`config.mk`:
```
export PLATFORM = sky130hd
export DESIGN_NAME = imu_frame_receiver_and_reporter_top
export DESIGN_NICKNAME = d
export VERILOG_FILES = /design/src/imufr_pkg.sv /design/src/imu_frame_receiver_and_reporter_top.sv
export SDC_FILE = /design/constraint.sdc
export NUM_CORES = 1
export LEC_CHECK = 0
export BUFFER_PORTS_ARGS = -buffer_cell sky130_fd_sc_hd__buf_2
export CAP_MARGIN = 20
export CORE_MARGIN = 4
export CORE_UTILIZATION = 30
export CTS_CLUSTER_DIAMETER = 100
export CTS_CLUSTER_SIZE = 16
export DETAILED_ROUTE_END_ITERATION = 16
export PLACE_DENSITY_LB_ADDON = 0.25
export SETUP_SLACK_MARGIN = 0.5
export SYNTH_ARGS = -nofsm -noshare
export SYNTH_HDL_FRONTEND = slang
export SYNTH_SLANG_ARGS = --single-unit
export TNS_END_PERCENT = 1
```
`constraint.sdc`:
```
create_clock -name clk -period 5.1 [get_ports clk]
set_input_delay 1.275 -clock clk [delete_from_list [all_inputs] [get_ports clk]]
set_output_delay 1.275 -clock clk [all_outputs]
set_load 0.01 [all_outputs]
```
`src/imufr_pkg.sv`:
```
// imufr_pkg: constants, register indexes and the report copy table for the
// sensor frame receiver and report generator; no dependencies
package imufr_pkg;

  localparam int unsigned REG_IDX_W = 3;
  localparam logic [REG_IDX_W-1:0] REG_DEVICE_ADDRESS  = 3'd0;
  localparam logic [REG_IDX_W-1:0] REG_FUNCTION_CODE   = 3'd1;
  localparam logic [REG_IDX_W-1:0] REG_REPORT_COMMAND  = 3'd2;
  localparam logic [REG_IDX_W-1:0] REG_TILT_LIMIT_DEG  = 3'd3;
  localparam logic [REG_IDX_W-1:0] REG_SAFE_MARGIN_DEG = 3'd4;

  localparam logic [7:0] RST_DEVICE_ADDRESS  = 8'h50;
  localparam logic [7:0] RST_FUNCTION_CODE   = 8'h03;
  localparam logic [7:0] RST_REPORT_COMMAND  = 8'h0C;
  localparam logic [6:0] RST_TILT_LIMIT_DEG  = 7'd20;
  localparam logic [4:0] RST_SAFE_MARGIN_DEG = 5'd5;

  localparam logic [7:0] SYNC_BYTE  = 8'hFF;
  localparam logic [7:0] REPORT_LEN = 8'd16;
  localparam logic [7:0] DELIM_BYTE = 8'h26;

  localparam int unsigned REPORT_BYTES = 18;
  localparam int unsigned IDX_W        = 5;
  localparam logic [IDX_W-1:0] IDX_CMD   = 5'd2;
  localparam logic [IDX_W-1:0] IDX_SYNC  = 5'd0;
  localparam logic [IDX_W-1:0] IDX_LEN   = 5'd1;
  localparam logic [IDX_W-1:0] IDX_SEQ   = 5'd3;
  localparam logic [IDX_W-1:0] IDX_DATA0 = 5'd4;
  localparam logic [IDX_W-1:0] IDX_DELIM = 5'd16;
  localparam logic [IDX_W-1:0] IDX_SUM   = 5'd17;

  // store bytes a report may read: the copy table reads only among the first 22
  localparam int unsigned RD_BYTES = 22;
  localparam int unsigned RD_ADDR_W = 5;

  // sensor data bytes of the report, in report order
  localparam int unsigned DATA_BYTES = 12;
  localparam int unsigned CP_W = 4;
  localparam logic [CP_W-1:0] CP_LAST = 4'd12;

  // positions of roll and pitch high bytes among the data bytes
  localparam int unsigned ROLL_HI  = 6;
  localparam int unsigned PITCH_HI = 8;

  function automatic logic [RD_ADDR_W-1:0] copy_addr(input logic [CP_W-1:0] k);
    logic [RD_ADDR_W-1:0] a;
    case (k)
      4'd0:    a = 5'd0;
      4'd1:    a = 5'd1;
      4'd2:    a = 5'd2;
      4'd3:    a = 5'd3;
      4'd4:    a = 5'd4;
      4'd5:    a = 5'd5;
      4'd6:    a = 5'd20;
      4'd7:    a = 5'd21;
      4'd8:    a = 5'd18;
      4'd9:    a = 5'd19;
      4'd10:   a = 5'd10;
      4'd11:   a = 5'd11;
      default: a = 5'd0;
    endcase
    return a;
  endfunction

endpackage

```
`src/imu_frame_receiver_and_reporter_top.sv`:
```
// imu_frame_receiver_and_reporter_top: sensor frame hunter with payload memory
// and a tilt-flagged 18-byte report generator; depends on imufr_pkg
//
// A received byte (op 0) is taken as soon as the input is free, and the input takes a new
// request every cycle while no report is under way. A send request (op 1)
// holds the input stalled while its report goes out at one byte per cycle
// while out_stall is low; when a complete frame is waiting, the 12 sensor
// bytes are first copied one per cycle through the single read port of the
// payload memory. The last report byte sits in the output register while the
// next request is already taken.
module imu_frame_receiver_and_reporter_top #(
  parameter int unsigned BUF_DEPTH = 32
) (
  input  logic        clk,
  input  logic        rst_n,
  input  logic        in_valid,
  output logic        in_stall,
  input  logic        in_op,
  input  logic [7:0]  in_rx_byte,
  output logic        out_valid,
  input  logic        out_stall,
  output logic [7:0]  out_tx_byte,
  output logic        out_last,
  output logic        out_tilt_stop,
  output logic        out_tilt_safe,
  input  logic        psel,
  input  logic        penable,
  input  logic        pwrite,
  input  logic [4:0]  paddr,
  input  logic [31:0] pwdata,
  output logic [31:0] prdata,
  output logic        pready
);

  localparam int unsigned ADDR_W = $clog2(BUF_DEPTH);

  localparam logic [1:0] ST_IDLE = 2'd0;
  localparam logic [1:0] ST_COPY = 2'd1;
  localparam logic [1:0] ST_EMIT = 2'd2;

  localparam logic [2:0] RX_HUNT    = 3'd0;
  localparam logic [2:0] RX_FUNC    = 3'd1;
  localparam logic [2:0] RX_LEN     = 3'd2;
  localparam logic [2:0] RX_PAYLOAD = 3'd3;
  localparam logic [2:0] RX_DONE    = 3'd4;

  // configuration
  logic [7:0] dev_addr_r, func_code_r, cmd_r;
  logic [6:0] tilt_lim_r;
  logic [4:0] margin_r;
  logic [imufr_pkg::REG_IDX_W-1:0] reg_idx;
  logic cfg_wr;

  assign pready  = 1'b1;
  assign reg_idx = paddr[4:2];
  assign cfg_wr  = psel && penable && pwrite && pready;

  always_ff @(posedge clk) begin
    if (!rst_n) begin
      dev_addr_r  <= imufr_pkg::RST_DEVICE_ADDRESS;
      func_code_r <= imufr_pkg::RST_FUNCTION_CODE;
      cmd_r       <= imufr_pkg::RST_REPORT_COMMAND;
      tilt_lim_r  <= imufr_pkg::RST_TILT_LIMIT_DEG;
      margin_r    <= imufr_pkg::RST_SAFE_MARGIN_DEG;
    end else if (cfg_wr) begin
      case (reg_idx)
        imufr_pkg::REG_DEVICE_ADDRESS:  dev_addr_r  <= pwdata[7:0];
        imufr_pkg::REG_FUNCTION_CODE:   func_code_r <= pwdata[7:0];
        imufr_pkg::REG_REPORT_COMMAND:  cmd_r       <= pwdata[7:0];
        imufr_pkg::REG_TILT_LIMIT_DEG:  tilt_lim_r  <= pwdata[6:0];
        imufr_pkg::REG_SAFE_MARGIN_DEG: margin_r    <= pwdata[4:0];
        default: ;
      endcase
    end
  end

  always_comb begin
    case (reg_idx)
      imufr_pkg::REG_DEVICE_ADDRESS:  prdata = {24'd0, dev_addr_r};
      imufr_pkg::REG_FUNCTION_CODE:   prdata = {24'd0, func_code_r};
      imufr_pkg::REG_REPORT_COMMAND:  prdata = {24'd0, cmd_r};
      imufr_pkg::REG_TILT_LIMIT_DEG:  prdata = {25'd0, tilt_lim_r};
      imufr_pkg::REG_SAFE_MARGIN_DEG: prdata = {27'd0, margin_r};
      default:                        prdata = 32'd0;
    endcase
  end

  // control state
  logic [1:0] st_r, st_nxt;
  logic [2:0] rx_phase_r, rx_phase_nxt;
  logic [7:0] pay_len_r, pay_len_nxt;
  logic [7:0] pay_pos_r, pay_pos_nxt;
  logic [7:0] seq_r, seq_nxt;
  logic [7:0] sum_r, sum_nxt;
  logic [imufr_pkg::CP_W-1:0] cp_r, cp_nxt;
  logic [imufr_pkg::IDX_W-1:0] idx_r, idx_nxt;
  logic out_valid_r, out_valid_nxt;
  logic [7:0] out_byte_r;
  logic out_last_r, out_stop_r, out_safe_r;

  logic in_acc, rx_acc, send_acc, load, store_wr;
  logic [7:0] pos_inc, cur_byte;

  assign in_stall = (st_r != ST_IDLE);
  assign in_acc   = in_valid && !in_stall;
  assign rx_acc   = in_acc && !in_op;
  assign send_acc = in_acc && in_op;
  assign load     = (st_r == ST_EMIT) && (!out_valid_r || !out_stall);
  assign pos_inc  = pay_pos_r + 8'd1;
  assign store_wr = rx_acc && (rx_phase_r == RX_PAYLOAD)
                    && ({1'b0, pay_pos_r} < 9'(BUF_DEPTH));

  // payload memory with valid bits on the bytes a report reads
  logic [7:0] mem [BUF_DEPTH];
  logic [imufr_pkg::RD_BYTES-1:0] vld_r;
  logic [imufr_pkg::RD_ADDR_W-1:0] cp_addr;
  logic [7:0] rd_data_r;
  logic rd_vld_r;

  assign cp_addr = imufr_pkg::copy_addr(cp_r);

  always_ff @(posedge clk) begin
    if (store_wr) begin
      mem[pay_pos_r[ADDR_W-1:0]] <= in_rx_byte;
    end
    rd_data_r <= mem[ADDR_W'(cp_addr)];
  end

  always_ff @(posedge clk) begin
    if (!rst_n) begin
      vld_r    <= '0;
      rd_vld_r <= 1'b0;
    end else begin
      rd_vld_r <= vld_r[cp_addr];
      if (store_wr && (pay_pos_r < 8'(imufr_pkg::RD_BYTES))) begin
        vld_r[pay_pos_r[imufr_pkg::RD_ADDR_W-1:0]] <= 1'b1;
      end
    end
  end

  // latched sensor bytes, in report order
  logic [7:0] wb_r [imufr_pkg::DATA_BYTES];
  logic [imufr_pkg::CP_W-1:0] cp_m1;

  assign cp_m1 = cp_r - 4'd1;

  always_ff @(posedge clk) begin
    if (!rst_n) begin
      for (int i = 0; i < imufr_pkg::DATA_BYTES; i++) begin
        wb_r[i] <= 8'd0;
      end
    end else if ((st_r == ST_COPY) && (cp_r != 4'd0)) begin
      wb_r[cp_m1] <= rd_vld_r ? rd_data_r : 8'd0;
    end
  end

  // tilt flags
  logic signed [15:0] pitch_s, roll_s;
  logic signed [23:0] pitch_x, roll_x, lim_x, safe_x;
  logic signed [8:0]  diff_s;
  logic stop_f, safe_f;

  assign pitch_s = {wb_r[imufr_pkg::PITCH_HI], wb_r[imufr_pkg::PITCH_HI+1]};
  assign roll_s  = {wb_r[imufr_pkg::ROLL_HI], wb_r[imufr_pkg::ROLL_HI+1]};
  assign pitch_x = 24'(pitch_s) * 24'sd180;
  assign roll_x  = 24'(roll_s) * 24'sd180;
  assign lim_x   = $signed({2'b00, tilt_lim_r, 15'd0});
  assign diff_s  = $signed({2'b00, tilt_lim_r}) - $signed({4'd0, margin_r});
  assign safe_x  = {diff_s, 15'd0};
  assign stop_f  = (pitch_x > lim_x) || (pitch_x < -lim_x)
                   || (roll_x > lim_x) || (roll_x < -lim_x);
  assign safe_f  = (pitch_x < safe_x) && (pitch_x > -safe_x)
                   && (roll_x < safe_x) && (roll_x > -safe_x);

  // report byte select
  logic [imufr_pkg::CP_W-1:0] em_off;
  logic [imufr_pkg::IDX_W-1:0] em_diff;

  assign em_diff = idx_r - imufr_pkg::IDX_DATA0;
  assign em_off  = em_diff[imufr_pkg::CP_W-1:0];

  always_comb begin
    case (idx_r)
      imufr_pkg::IDX_SYNC:  cur_byte = imufr_pkg::SYNC_BYTE;
      imufr_pkg::IDX_LEN:   cur_byte = imufr_pkg::REPORT_LEN;
      imufr_pkg::IDX_CMD:   cur_byte = cmd_r;
      imufr_pkg::IDX_SEQ:   cur_byte = seq_r;
      imufr_pkg::IDX_DELIM: cur_byte = imufr_pkg::DELIM_BYTE;
      imufr_pkg::IDX_SUM:   cur_byte = sum_r;
      default:              cur_byte = wb_r[em_off];
    endcase
  end

  always_comb begin
    st_nxt        = st_r;
    rx_phase_nxt  = rx_phase_r;
    pay_len_nxt   = pay_len_r;
    pay_pos_nxt   = pay_pos_r;
    seq_nxt       = seq_r;
    sum_nxt       = sum_r;
    cp_nxt        = cp_r;
    idx_nxt       = idx_r;
    out_valid_nxt = out_valid_r && out_stall;

    // frame hunter
    if (rx_acc) begin
      case (rx_phase_r)
        RX_HUNT: begin
          if (in_rx_byte == dev_addr_r) rx_phase_nxt = RX_FUNC;
        end
        RX_FUNC: begin
          rx_phase_nxt = (in_rx_byte == func_code_r) ? RX_LEN : RX_HUNT;
        end
        RX_LEN: begin
          pay_len_nxt  = in_rx_byte;
          pay_pos_nxt  = 8'd0;
          rx_phase_nxt = RX_PAYLOAD;
        end
        RX_PAYLOAD: begin
          pay_pos_nxt = pos_inc;
          if (pos_inc >= pay_len_r) rx_phase_nxt = RX_DONE;
        end
        default: ;
      endcase
    end

    case (st_r)
      ST_IDLE: begin
        if (send_acc) begin
          idx_nxt = '0;
          sum_nxt = 8'd0;
          cp_nxt  = '0;
          if (rx_phase_r == RX_DONE) begin
            rx_phase_nxt = RX_HUNT;
            st_nxt       = ST_COPY;
          end else begin
            st_nxt = ST_EMIT;
          end
        end
      end
      ST_COPY: begin
        cp_nxt = cp_r + 4'd1;
        if (cp_r == imufr_pkg::CP_LAST) st_nxt = ST_EMIT;
      end
      ST_EMIT: begin
        if (load) begin
          out_valid_nxt = 1'b1;
          sum_nxt       = sum_r + cur_byte;
          idx_nxt       = idx_r + 5'd1;
          if (idx_r == imufr_pkg::IDX_SEQ) seq_nxt = seq_r + 8'd1;
          if (idx_r == imufr_pkg::IDX_SUM) st_nxt = ST_IDLE;
        end
      end
      default: st_nxt = ST_IDLE;
    endcase
  end

  always_ff @(posedge clk) begin
    if (!rst_n) begin
      st_r        <= ST_IDLE;
      rx_phase_r  <= RX_HUNT;
      pay_len_r   <= 8'd0;
      pay_pos_r   <= 8'd0;
      seq_r       <= 8'd0;
      sum_r       <= 8'd0;
      cp_r        <= '0;
      idx_r       <= '0;
      out_valid_r <= 1'b0;
    end else begin
      st_r        <= st_nxt;
      rx_phase_r  <= rx_phase_nxt;
      pay_len_r   <= pay_len_nxt;
      pay_pos_r   <= pay_pos_nxt;
      seq_r       <= seq_nxt;
      sum_r       <= sum_nxt;
      cp_r        <= cp_nxt;
      idx_r       <= idx_nxt;
      out_valid_r <= out_valid_nxt;
    end
  end

  // output register
  always_ff @(posedge clk) begin
    if (load) begin
      out_byte_r <= cur_byte;
      out_last_r <= (idx_r == imufr_pkg::IDX_SUM);
      out_stop_r <= stop_f;
      out_safe_r <= safe_f;
    end
  end

  assign out_valid     = out_valid_r;
  assign out_tx_byte   = out_byte_r;
  assign out_last      = out_last_r;
  assign out_tilt_stop = out_stop_r;
  assign out_tilt_safe = out_safe_r;

endmodule
```
==> results_tabular.tex <==
\begin{tabular}{lr}
\hline
Metric & Value \\
\hline
\multicolumn{2}{l}{\textbf{Status}} \\
\quad Run status & complete, but fails checks \\
\quad Failing checks & negative setup slack \\
\multicolumn{2}{l}{\textbf{Layout}} \\
\quad Post-layout nets & 2705 \\
\quad Area growth, synth to finish & 15.90\% \\
\quad Post-route core utilization & 35.22\% \\
\quad Antenna diode count & 0 \\
\quad Fill cell count & 9010 \\
\quad Fraction of layout cells with a size suffix above 1 & 21.35\% \\
\multicolumn{2}{l}{\textbf{Yosys}} \\
\quad Cell accounting for the most synthesized area & sky130\_fd\_sc\_hd\_\_edfxtp\_1 \\
\quad Most area-consuming cells after synthesis & sky130\_fd\_sc\_hd\_\_edfxtp\_1 42\%, sky130\_fd\_sc\_hd\_\_mux4\_2 10\%, sky130\_fd\_sc\_hd\_\_ha\_1 9.4\% \\
\quad Distinct cell type count after synthesis & 84 \\
\quad Fraction of post-synthesis cell area in the top cell type by area & 42.39\% \\
\quad Synth Flop Type & sky130\_fd\_sc\_hd\_\_edfxtp\_1 \\
\quad Count leader, synth & sky130\_fd\_sc\_hd\_\_edfxtp\_1 \\
\quad Asr flop ratio synth & 0\% \\
\quad Synth warnings & 0 \\
\quad Post-synth top cells & 395 x sky130\_fd\_sc\_hd\_\_edfxtp\_1, 210 x sky130\_fd\_sc\_hd\_\_ha\_1, 209 x sky130\_fd\_sc\_hd\_\_inv\_1 \\
\quad Flip-flop and latch count after synthesis & 514 \\
\quad Summed instance area of the synthesized netlist & 27980 µm² \\
\quad EDFF count, synth & 395 \\
\quad Cell count after synthesis & 2169 \\
\quad Synth Area per Inst & 12.90 µm² \\
\quad Proportion of synthesized chip area in sequential cells & 50.90\% \\
\multicolumn{2}{l}{\textbf{Hold path}} \\
\quad Launch instance of the worst min-delay path & vld\_r[14] \\
\quad Cell depth of the worst hold path & 1 \\
\quad Type of the worst min-delay path & flip-flop to flip-flop \\
\quad Hold Path Sink & vld\_r[14] \\
\multicolumn{2}{l}{\textbf{Placed design}} \\
\quad Placer's final routability congestion estimate & 0.8235 \\
\quad Setup WS pre-CTS & -0.6527 ns \\
\quad I/O Buffers & 47 \\
\quad Placed wire-length estimate after detailed placement & 51090 µm \\
\multicolumn{2}{l}{\textbf{Pwr}} \\
\quad Net load switching power & 3.525 mW \\
\quad Maximum vdd drop & 0.2641 mV \\
\quad Combinational power share & 34.7\% \\
\quad Total leakage power & 12.18 nW \\
\quad Overall power & 11.45 mW \\
\quad Sw Share & 30.78\% \\
\quad Part of the power in the clock network & 25.3\% \\
\quad Pwr dens & 353.2 nW/µm² \\
\quad Share of power burned in registers & 40.0\% \\
\quad Internal Dissipation & 7.928 mW \\
\multicolumn{2}{l}{\textbf{Clocking}} \\
\quad Latest clock arrival within the worst-skew pair & 0.58 ns \\
\quad H-tree levels & 2 \\
\quad CTS tree & yes \\
\quad Maximum number of buffers from clock root to sink & 3 \\
\quad Clock transition at the registers of the reported paths & 0.08 ns \\
\quad \# clock sinks & 514 \\
\quad CTS buffer count & 38 \\
\quad Buffer type at the clock tree root & sky130\_fd\_sc\_hd\_\_clkbuf\_16 \\
\quad Post-CTS Hold Fix Bufs & 0 \\
\multicolumn{2}{l}{\textbf{Die}} \\
\quad Die Footprint & 98220 µm² \\
\quad Vert. Die Dim & 313.4 µm \\
\quad Starting Density & 30.39\% \\
\quad Area of the core & 92080 µm² \\
\quad FP Rows & 111 \\
\quad Width of the die & 313.4 µm \\
\quad Number of top-level design ports & 99 \\
\multicolumn{2}{l}{\textbf{Setup path}} \\
\quad Dominant delay contributor by cell family on the critical path & adder cells \\
\quad Cell type of the slowest stage on the worst timing path & sky130\_fd\_sc\_hd\_\_fa\_1 \\
\quad Register-to-Register Setup Slack & -0.44 ns \\
\quad Reg2reg end & out\_tilt\_stop \\
\quad Crit Path Class & flip-flop to flip-flop \\
\quad Critical Path End Type & flip-flop \\
\quad Reg2reg path depth & 23 \\
\quad Critical path buffers and inverters & 3 \\
\quad Most frequent cell on the critical path & sky130\_fd\_sc\_hd\_\_o21a\_1 \\
\quad Cell Chain, Critical Path & ha\_1 > ha\_1 > fa\_1 > inv\_1 > fa\_1 > inv\_1 > ha\_4 > o21a\_1 > o21ai\_4 > a211oi\_2 > or3\_1 > xor2\_1 > buf\_4 > ha\_1 > o21a\_1 > o21a\_1 > o21a\_1 > o21a\_1 > o21a\_1 > o21a\_1 > o21ai\_1 > a211oi\_2 > o221ai\_2 \\
\quad Largest fanout on the critical path & 4 \\
\quad Startpoint of the lowest-slack register-to-register path & wb\_r[9][6] \\
\quad Type of element launching the critical path & flip-flop \\
\quad Crit path largest cell delay & 0.55 ns \\
\quad Critical path data required time & 5.50 ns \\
\quad Critical Path AT & 5.94 ns \\
\multicolumn{2}{l}{\textbf{Route}} \\
\quad Starting DRT DRC Count & 1187 \\
\quad Uppermost signal routing layer after detailed routing & met4 \\
\quad DRT antenna net count & 0 \\
\quad Final routed wire length divided by cell count & 19.22 µm \\
\quad Length of routed met3 wiring & 2854 µm \\
\quad DRC violations left & 0 \\
\quad Overall via count from detail\_route & 17609 \\
\quad Metal1 wirelength & 31460 µm \\
\quad Length of routed met2 wiring & 34130 µm \\
\quad DR pass1 iterations & 5 \\
\quad Overall routed net length & 70250 µm \\
\quad Detailed-route vias per instance & 4.818 \\
\multicolumn{2}{l}{\textbf{Timing}} \\
\quad Maximum operating frequency & 0.1805 GHz \\
\quad Pins Over Slew Limit & 0 \\
\quad Hold Worst Slack & 0.4640 ns \\
\quad Setup-violating endpoint count in the final report & 2 \\
\quad Post-layout min period & 5.540 ns \\
\quad Fin. Hold Viols & 0 \\
\quad Final total negative setup slack & -0.8645 ns \\
\quad Rel. slew slack & 32.54\% \\
\quad Post-route clock skew & 0.02567 ns \\
\quad Crit share post-route & 108.6\% \\
\quad Transition at the pin with the smallest max-transition slack & 1.011 ns \\
\quad Setup repair after global routing missed its margin & yes \\
\quad Final worst slack & -0.4402 ns \\
\multicolumn{2}{l}{\textbf{Job}} \\
\quad Max-cap violation count & 0 \\
\multicolumn{2}{l}{\textbf{Global route}} \\
\quad Largest net degree at the start of global routing & 72 \\
\quad Antenna violations before repair & 2 \\
\quad Global-route usage over all layers & 14.18\% \\
\quad Via count of the first global-routing pass & 18063 \\
\quad Global route overflow & 0 \\
\quad Wire length of the first global-routing pass & 108600 µm \\
\hline
\end{tabular}
-- power groups by stage --
stage,clock network (mW),registers (mW),logic (mW)
5_1_grt,3.16,4.59,4.46
2_1_floorplan,0,4.67,2.37
3_5_place_dp,0,4.68,3.74
4_1_cts,2.99,4.58,3.92
6_report,2.90,4.58,3.98
3_3_place_gp,0,4.67,3.65
-- cells by family (layout without fill, tap and decap cells) --
logic type,count (synthesis),in the layout,synth area share (%)
flops,514,514,50.90
simple gates,528,528,9.001
compound gates,277,277,6.967
fa+ha+maj,268,268,13.54
mux,187,187,12.45
xor+xnor,78,78,2.468
other cells,2,25,0.02684
buf+inv,315,535,4.641
-- area by class of cell --
cell class	instances	area [µm²]	area share, %
clock inverter	4	57.56	0.1775
multi-input combinational	1363	12870	39.68
tap	1243	1555	4.796
timing repair buffer	257	1863	5.745
clock buffer	64	1049	3.233
sequential	514	14250	43.94
inverter	210	788.3	2.431
-- routing by layer --
metal	track usage (%)	vias to the layer above
li1	-	8258
met3	1.661	93
met4	3.691	0
met5	0	-
met1	19.49	8929
met2	23.92	329
-- cells in the final DEF (no fill, tap or decap), drive strengths merged, types with 56 or more instances in the layout --
cell	count
buf	257
clkbuf	64
dfxtp	119
edfxtp	395
fa	58
ha	210
inv	211
mux4	128
nand2	120
nand3	57
nor2	195
o21ai	56
-- worst max path at each step --
stage / start / endpoint / slack, ns / cells after the start
2_1_floorplan: wb_r[7][5] / out_tilt_safe / -0.07 / 24
3_3_place_gp: wb_r[9][5] / out_tilt_stop / -0.71 / 22
3_5_place_dp: wb_r[9][5] / out_tilt_stop / -0.65 / 22
4_1_cts: wb_r[7][4] / out_tilt_safe / -0.41 / 24
5_1_grt: wb_r[9][4] / out_tilt_stop / -0.67 / 23
6_report: wb_r[9][6] / out_tilt_stop / -0.44 / 23
-- state kept, by name (all words and copies together), names as in the netlist, 2 cells and up --
register and count:
dev_addr_r 8, rx_phase_r 3, vld_r 22, cp_r 4
cp_addr 5, st_r 2, seq_r 8, wb_r 128
pay_pos_r 8, func_code_r 8, rd_data_r 8, cmd_r 8
out_tx_byte 8, mem 256, pay_len_r 8, idx_r 5
tilt_lim_r 7, sum_r 8, margin_r 5
-- metrics by stage --
step           instance area [µm²]  instances
4_1_cts                      32330       3653
2_1_floorplan                28210       2192
5_1_grt                      32430       3655
3_5_place_dp                 30970       3568
3_3_place_gp                 30970       3568
6_report                     32430       3655
-- repair_timing --
action | 4_1_cts | 5_1_grt
resized for setup | 22 | 14
endpoints found under the setup margin | 2 | 2
pin swaps | 23 | 7
setup buffers | 17 | 2
(Power assumes the default switching activity.)
